**src/rtl/core/ftrm_pkg.sv**
```systemverilog
// Shared types and constants of the fan tachometer rpm monitor.
package ftrm_pkg;

  localparam int TIME_W = 32;
  localparam int RPM_W  = 25;
  localparam int PPR_W  = 4;
  localparam int FAN_IN_W = 2;

  localparam logic [RPM_W-1:0] RPM_MAX = 25'd30000000;
  localparam logic [PPR_W-1:0] PPR_MIN = 4'd1;
  localparam logic [PPR_W-1:0] PPR_MAX = 4'd8;

  localparam logic [PPR_W-1:0]  PPR_RESET     = 4'd2;
  localparam logic [TIME_W-1:0] TIMEOUT_RESET = 32'd500000;

  // Results are reported for at most this many fans on a poll.
  localparam int MAX_OUT = 4;

  // Serial divider: 60e6 fits in 26 bits, period times pulses in 36 bits.
  localparam int DIV_NUM_W = 26;
  localparam int DIV_DEN_W = TIME_W + PPR_W;
  localparam int DIV_CNT_W = 5;
  localparam logic [DIV_NUM_W-1:0] RPM_NUMERATOR = 26'd60000000;

  // Configuration register indexes.
  localparam int CFG_IDX_W = 8;
  localparam int CFG_DATA_W = 32;
  localparam logic [CFG_IDX_W-1:0] CFG_PPR     = 8'd0;
  localparam logic [CFG_IDX_W-1:0] CFG_TIMEOUT = 8'd1;

  // Item kinds carried on the input tuser.
  localparam logic ACT_EDGE = 1'b0;
  localparam logic ACT_POLL = 1'b1;

endpackage

```
**src/rtl/core/ftrm_div.sv**
```systemverilog
// Restoring serial divider, one quotient bit per cycle.
module ftrm_div
  import ftrm_pkg::*;
(
  input  logic                 clk,
  input  logic                 rst_n,
  input  logic                 start,
  input  logic [DIV_NUM_W-1:0] num,
  input  logic [DIV_DEN_W-1:0] den,
  output logic                 done,
  output logic [DIV_NUM_W-1:0] quot
);

  logic                 busy_r, busy_nxt;
  logic                 done_r, done_nxt;
  logic [DIV_CNT_W-1:0] cnt_r, cnt_nxt;
  logic [DIV_DEN_W-1:0] rem_r, rem_nxt;
  logic [DIV_DEN_W-1:0] den_r, den_nxt;
  logic [DIV_NUM_W-1:0] quo_r, quo_nxt;
  logic [DIV_DEN_W:0]   trial;
  logic                 take;

  // The low end of quo_r shifts in quotient bits while the numerator
  // shifts out at the top.
  assign trial = {rem_r, quo_r[DIV_NUM_W-1]};
  assign take  = (trial >= {1'b0, den_r});

  always_comb begin
    busy_nxt = busy_r;
    done_nxt = 1'b0;
    cnt_nxt  = cnt_r;
    rem_nxt  = rem_r;
    den_nxt  = den_r;
    quo_nxt  = quo_r;
    if (start) begin
      busy_nxt = 1'b1;
      cnt_nxt  = DIV_CNT_W'(DIV_NUM_W - 1);
      rem_nxt  = '0;
      den_nxt  = den;
      quo_nxt  = num;
    end else if (busy_r) begin
      if (take) begin
        rem_nxt = DIV_DEN_W'(trial - {1'b0, den_r});
      end else begin
        rem_nxt = trial[DIV_DEN_W-1:0];
      end
      quo_nxt = {quo_r[DIV_NUM_W-2:0], take};
      cnt_nxt = cnt_r - DIV_CNT_W'(1);
      if (cnt_r == '0) begin
        busy_nxt = 1'b0;
        done_nxt = 1'b1;
      end
    end
  end

  always_ff @(posedge clk) begin
    if (!rst_n) begin
      busy_r <= 1'b0;
      done_r <= 1'b0;
      cnt_r  <= '0;
    end else begin
      busy_r <= busy_nxt;
      done_r <= done_nxt;
      cnt_r  <= cnt_nxt;
    end
    rem_r <= rem_nxt;
    den_r <= den_nxt;
    quo_r <= quo_nxt;
  end

  assign done = done_r;
  assign quot = quo_r;

endmodule

```
**config.mk**
```make
export PLATFORM = sky130hd
export DESIGN_NAME = ftrm_div
export DESIGN_NICKNAME = d
export VERILOG_FILES = /design/src/rtl/core/ftrm_pkg.sv /design/src/rtl/core/ftrm_div.sv
export SDC_FILE = /design/constraint.sdc
export NUM_CORES = 1
export LEC_CHECK = 0
export BUFFER_PORTS_ARGS = -buffer_cell sky130_fd_sc_hd__buf_2
export CAP_MARGIN = 10
export CORE_MARGIN = 1
export CORE_UTILIZATION = 45
export DETAILED_ROUTE_END_ITERATION = 12
export HOLD_SLACK_MARGIN = 0.03
export PLACE_DENSITY = 0.67
export SYNTH_ARGS = -nofsm -noshare
export SYNTH_HDL_FRONTEND = slang
export SYNTH_SLANG_ARGS = --single-unit
```
**constraint.sdc**
```tcl
create_clock -name clk -period 2.8 [get_ports clk]
set_input_delay 0.7 -clock clk [delete_from_list [all_inputs] [get_ports clk]]
set_output_delay 0.7 -clock clk [all_outputs]
set_load 0.05 [all_outputs]
```
Yosys cells after proc, flatten, opt, wreduce, memory -nomap -nowiden:

Index checks and enable logic that the tools add are counted.

* register bits: 105
* bits of input ports: 65
* output and inout bits: 27
* word-level logic and storage cells: 25

* add/sub/neg operators: 2
* order comparisons: 1
* muxes and demuxes: 9
* bitwise logic cells: 2
* reductions and logical operators: 4

Operators with widths (count)
* $mux W26: 2
* $ge A37 B36 Y1: 1
* $mux W36: 1
* $sub A36 B36 Y36: 1
* $mux W5: 2
* $logic_not A5 Y1: 1
* $sub A5 B1 Y5 const B: 1
* $mux W1: 4
* $reduce_or A3 Y1: 1
* $not A1 Y1: 2
* $reduce_bool A2 Y1: 1
* $reduce_or A2 Y1: 1

Logic depth before layout (Yosys ltp):

* depth in word-level cells: 4
* depth in mapped cells: 12
* gate-level depth less buffers: 12

Worst setup path after synthesis:

No wires, ideal clock.

* path kind: register to register
* start: reg quo_r[25], in the netlist quot[25]
* end: reg rem_r[28]
* library setup time: 130 ps
* data arrival time: 3055 ps
* required time: 2670 ps
* slack: -386 ps
* stages on the path, launching flop included: 13
* path buffers: 0
* period minus slack after synthesis: 3186 ps
* path through: edfxtp_1 > inv_1 > ha_1 > fa_1 > nor2b_1 > o2111ai_1 > a21oi_1 > o21ai_0 > a211oi_1 > o41ai_1 > or4b_1 > nand4_1 > a311oi_1

* word-level cells in the longest chain between the ends: 2
* elaborated cells between the ends (all ways): 3
* classes of those cells: add/sub: 1; order compare: 1; mux: 1

RTL lines
* from (decl): line ftrm_div.sv:19 `logic [DIV_NUM_W-1:0] quo_r, quo_nxt;`
* from (signal assigned): line ftrm_div.sv:68 `quo_r <= quo_nxt;`
* $sub A36 B36 Y36 / $ge A37 B36 Y1 (equally long branches): line ftrm_div.sv:43, ftrm_div.sv:26
* $mux W36 *: line ftrm_div.sv:42 `if (take) begin`
* to (signal assigned): line ftrm_div.sv:66 `rem_r <= rem_nxt;`
* to (decl): line ftrm_div.sv:17 `logic [DIV_DEN_W-1:0] rem_r, rem_nxt;`

Mark *: on every way between the ends. The rest lies on a longest branch, timed or not.
A chain may end at the register's enable or synchronous reset.

Final worst setup path:

* start: reg den_r[2]
* end: reg rem_r[34]

* word-level cells in the longest chain between the ends: 2
* elaborated cells between the ends (all ways): 3
* classes of those cells: add/sub: 1; order compare: 1; mux: 1

RTL lines
* from (decl): line ftrm_div.sv:18 `logic [DIV_DEN_W-1:0] den_r, den_nxt;`
* from (signal assigned): line ftrm_div.sv:67 `den_r <= den_nxt;`
* $sub A36 B36 Y36 / $ge A37 B36 Y1 (equally long branches): line ftrm_div.sv:43, ftrm_div.sv:26
* $mux W36 *: line ftrm_div.sv:42

Marked as above.

==> metrics.sh <==
RUN_STATUS='finished with violations'
FAILED_CHECKS='setup timing'
POST_SYNTH_INST_COUNT=657
SYNTH_EDF_COUNT=62
STDCELL_COUNT=992
YOSYSMOSTFREQUENTCELL='sky130_fd_sc_hd__nand2_1'
HOLD_VIOL=0
MEAN_AREA_PER_SYNTHESIZED_CELL_UM2=9.70
DRT_FIRST_PASS_ITERS=4
AREA.SEQUENTIAL_UM2=2720
CLOCK_H_TREE_LEVELS=3
HIGHEST_LAYER='met4'
INITIAL_CORE_UTIL_PCT=46.1
MAXCAPVIOLCOUNT=0
CP.ARRIVAL_PS=3160
INSERTED_DIODES=0
N_FILL_CELL=1138
OVERFLOW=0
GRT_PASS1_WL_MM=24.7
ANT_NETS=0
CRIT_SHARE_POST_ROUTE_PCT=103
CLOCK_ROOT_CELL='sky130_fd_sc_hd__clkbuf_16'
MULTI_INPUT_LOGIC_AREA_UM2=3620
CLK-INSERTION-DELAY-LATE_PS=370
FLOORPLAN.IO_PINS=92
LEADING_REGISTER_CELL_TYPE_OUT_OF_SYNTHESIS='sky130_fd_sc_hd__edfxtp_1'
CTS-HOLD-FIX-BUFFERS=0
WORSTHOLDPATHTYPE='register to register'
TIMING_MAX_TRANSITION_VIOLATIONS_FINAL=0
NETLIST_TOP_CELLS_COUNT='sky130_fd_sc_hd__nand2_1 (73), sky130_fd_sc_hd__edfxtp_1 (62), sky130_fd_sc_hd__nor2_1 (59), sky130_fd_sc_hd__inv_1 (50), sky130_fd_sc_hd__a21oi_1 (44)'
WL_MET3_MM=1.06
SYNTH_CELL_AREA_UM2=6380
DESIGN.CORE.AREA_UM2=13800
ASYNCSETRESETFLOPFRACSYNTH_PCT=0
WORSTPATHCELLLIST='inv_1 > ha_1 > o21a_1 > o31a_1 > o31a_4 > o211ai_4 > a31oi_4 > a31oi_4 > buf_6 > o31a_4 > buf_4 > buf_6 > a31o_2 > a311oi_2'
PORT_BUFFERS=91
FIN_CRIT_PS=2880
MIN_DELAY_PATH_DEPTH=2
SYN2LAYOUT_AREA_GROWTH_PCT=28.9
TIMING.MAX_SLEW.REL_SLACK_PCT=57.6
TIMING_WORST_SETUP_PATH_TYPE='register to register'
CRITICAL-PATH-SLOWEST-CELL='sky130_fd_sc_hd__edfxtp_1'
FP-ROW-COUNT=43
MAXCLOCKFREQUENCY_MHz=347
MET2ROUTEDLENGTH_MM=7.54
POST_ROUTE_CELLS_DRIVE_ABOVE_1_SHARE_PCT=34.9
FINAL.HOLD.WORST_SLACK_PS=472
DPL.HPWL_MM=10.8
DESIGN.FINAL.NETS=911
PATH_DEPTH=14
WORST_SETUP_HOLD_PATH_CLK_SLEW_PS=80
POWER.IR.VDD_WORST_V=0.000439
DPL_CELL_AREA_UM2=7390
POWER.DENSITY_nW_PER_UM2=581
SYNTH-SEQ-CELLS=105
PLACEDCELLCOUNT=960
DIE_W_UM=121
DETAILROUTE.VIA_COUNT=5426
YOSYS.CELL_TYPES.COUNT=70
FINAL_DESIGN_INSTANCE_AREA_WITHOUT_FILL_UM2=8220
YOSYS.AREA.TOP_TYPE='sky130_fd_sc_hd__edfxtp_1'
FP.DIEH_UM=121
GP_CONGESTION=0.879
CRITPATHBUFINV=4
CTSLONGESTPATHBUFFERS=2
RR_WORST_DEPTH=14
TIMING.FINAL.SETUP_VIOLATIONS=10
SYNTH.TOP_CELLS.BY_AREA='sky130_fd_sc_hd__edfxtp_1 (29%), sky130_fd_sc_hd__dfxtp_1 (14%), sky130_fd_sc_hd__ha_1 (7.5%)'
WORST_SLACK_PS=-78.3
GRT_RESOURCE_USAGE_TOTAL_PCT=21.5
TIMING.CRITICAL_PATH.SLOWEST_CELL_DELAY_PS=370
ANTENNA_VIOLATIONS_BEFORE_REPAIR=0
TRITONCTS='built'
WORST_EP_REQUIRED_TIME_PS=3090
VIA_COUNT_OF_THE_FIRST_GLOBAL_ROUTING_PASS=5282
SETUP_REPAIR_AFTER_GLOBAL_ROUTING_MISSED_ITS_MARGIN='yes'
1ST_ITER_DRT_VIOLS=285
CLKSINKCOUNT=105
SYNTH.NET_COUNT=761
DRT-VIAS-PER-INSTANCE=5.47
POST-LAYOUT-TOTAL-POWER_mW=4.78
YOSYSTOPAREACELLSHARE_PCT=29.2
WORST-SLEW-PIN-TRANSITION_PS=636
DETAIL_ROUTE.WL_PER_CELL_UM=15.7
CRITPATHMAXFANOUT=4
WORST_SETUP_PATH_START_KIND='register'
END_KIND='register'
CTS_INSERTED_BUFFERS=9
CPLARGESTDELAYFAMILY='compound AO/OA/AOI/OAI gates'
DRC=0
P_LEAK_nW=3.66
SYNTH_SEQ_AREA_SHARE_PCT=42.7
PIN_COUNT_OF_THE_BIGGEST_NET_ENTERING_GLOBAL_ROUTING=36
FINALWIRELENGTH_MM=15.6
FIN_WORST_SKEW_PS=16.3
YS_WARNINGS=0
ROUTE.LAYER.MET1.WL_MM=6.74
DIE-AREA_UM2=14600
==> registers in the layout, summed over array words and instances, names as in the netlist <==
signal  count
done        1
cnt_r       5
busy_r      1
den_r      36
rem_r      36
quot       26
==> area by class of cell <==
type                       instances  area share, %
multi-input combinational        473           44.0
tap                              180           2.74
clock inverter                     7           1.28
clock buffer                       9           2.74
inverter                          50           2.28
sequential                       105           33.1
timing repair buffer             168           13.8
==> power by group <==
part           internal (mW)  switching, mW
logic                  0.653          0.862
registers               1.78         0.0771
clock network          0.730          0.672
total                   3.17           1.61
==> cells by family after synthesis <==
| family | Yosys count | synth area share (%) |
|---|---|---|
| fa+ha+maj | 39 | 7.77 |
| xor+xnor | 32 | 4.40 |
| buf+inv | 79 | 5.79 |
| mux | 35 | 6.02 |
| simple gates | 205 | 15.1 |
| flops | 105 | 42.7 |
| compound gates | 162 | 18.2 |
==> worst reg2reg max path, cell delays in order, from the launching register on <==
cell and delay, ps:
sky130_fd_sc_hd__edfxtp_1 370, sky130_fd_sc_hd__inv_1 60, sky130_fd_sc_hd__ha_1 230, sky130_fd_sc_hd__o21a_1 160, sky130_fd_sc_hd__o31a_1 170, sky130_fd_sc_hd__o31a_4 160
sky130_fd_sc_hd__o211ai_4 90, sky130_fd_sc_hd__a31oi_4 220, sky130_fd_sc_hd__a31oi_4 130, sky130_fd_sc_hd__buf_6 150, sky130_fd_sc_hd__o31a_4 320, sky130_fd_sc_hd__buf_4 150
sky130_fd_sc_hd__buf_6 110, sky130_fd_sc_hd__a31o_2 210, sky130_fd_sc_hd__a311oi_2 270
==> layout by cell type (no fill, tap or decap), types with 11 or more instances in the layout <==
master                     count
sky130_fd_sc_hd__dfxtp_1      42
sky130_fd_sc_hd__nand3_1      12
sky130_fd_sc_hd__edfxtp_1     62
sky130_fd_sc_hd__buf_6        11
sky130_fd_sc_hd__inv_1        48
sky130_fd_sc_hd__xnor2_1      17
sky130_fd_sc_hd__buf_2        90
sky130_fd_sc_hd__xor2_1       15
sky130_fd_sc_hd__o21ai_0      13
sky130_fd_sc_hd__ha_1         35
sky130_fd_sc_hd__nor2_1       57
sky130_fd_sc_hd__buf_4        62
sky130_fd_sc_hd__a21oi_1      40
sky130_fd_sc_hd__a21o_1       18
sky130_fd_sc_hd__a311oi_2     13
sky130_fd_sc_hd__mux2_2       26
sky130_fd_sc_hd__nand2_1      64
==> per-layer routing <==
metal,up-vias,GRT usage (%)
met5,-,0
met4,0,5.94
met3,21,6.11
met2,174,35.3
met1,2546,27.5
li1,2685,-
==> final timing paths <==
kind             start        end  slack (ps)
max           den_r[2]  rem_r[34]         -80
min          rem_r[18]  rem_r[18]         470
max reg2reg   den_r[2]  rem_r[34]         -80
min reg2reg  rem_r[18]  rem_r[18]         470
==> repair_timing <==
item,4_1_cts,5_1_grt
setup buffers,10,6
pin swaps,14,18
resized for setup,32,55
setup endpoints to repair,34,36
cloned,0,1
==> through the flow <==
step                TNS (ps)  util [%]  setup slack (ps)
finish                  -382      59.4             -78.3
global route           -3150      59.4              -178
CTS                     -410      57.4             -74.2
detailed placement     -5030      53.4              -298
global placement       -2870      53.4              -178
floorplan               -168         -             -87.3
(Power assumes the default switching activity.)
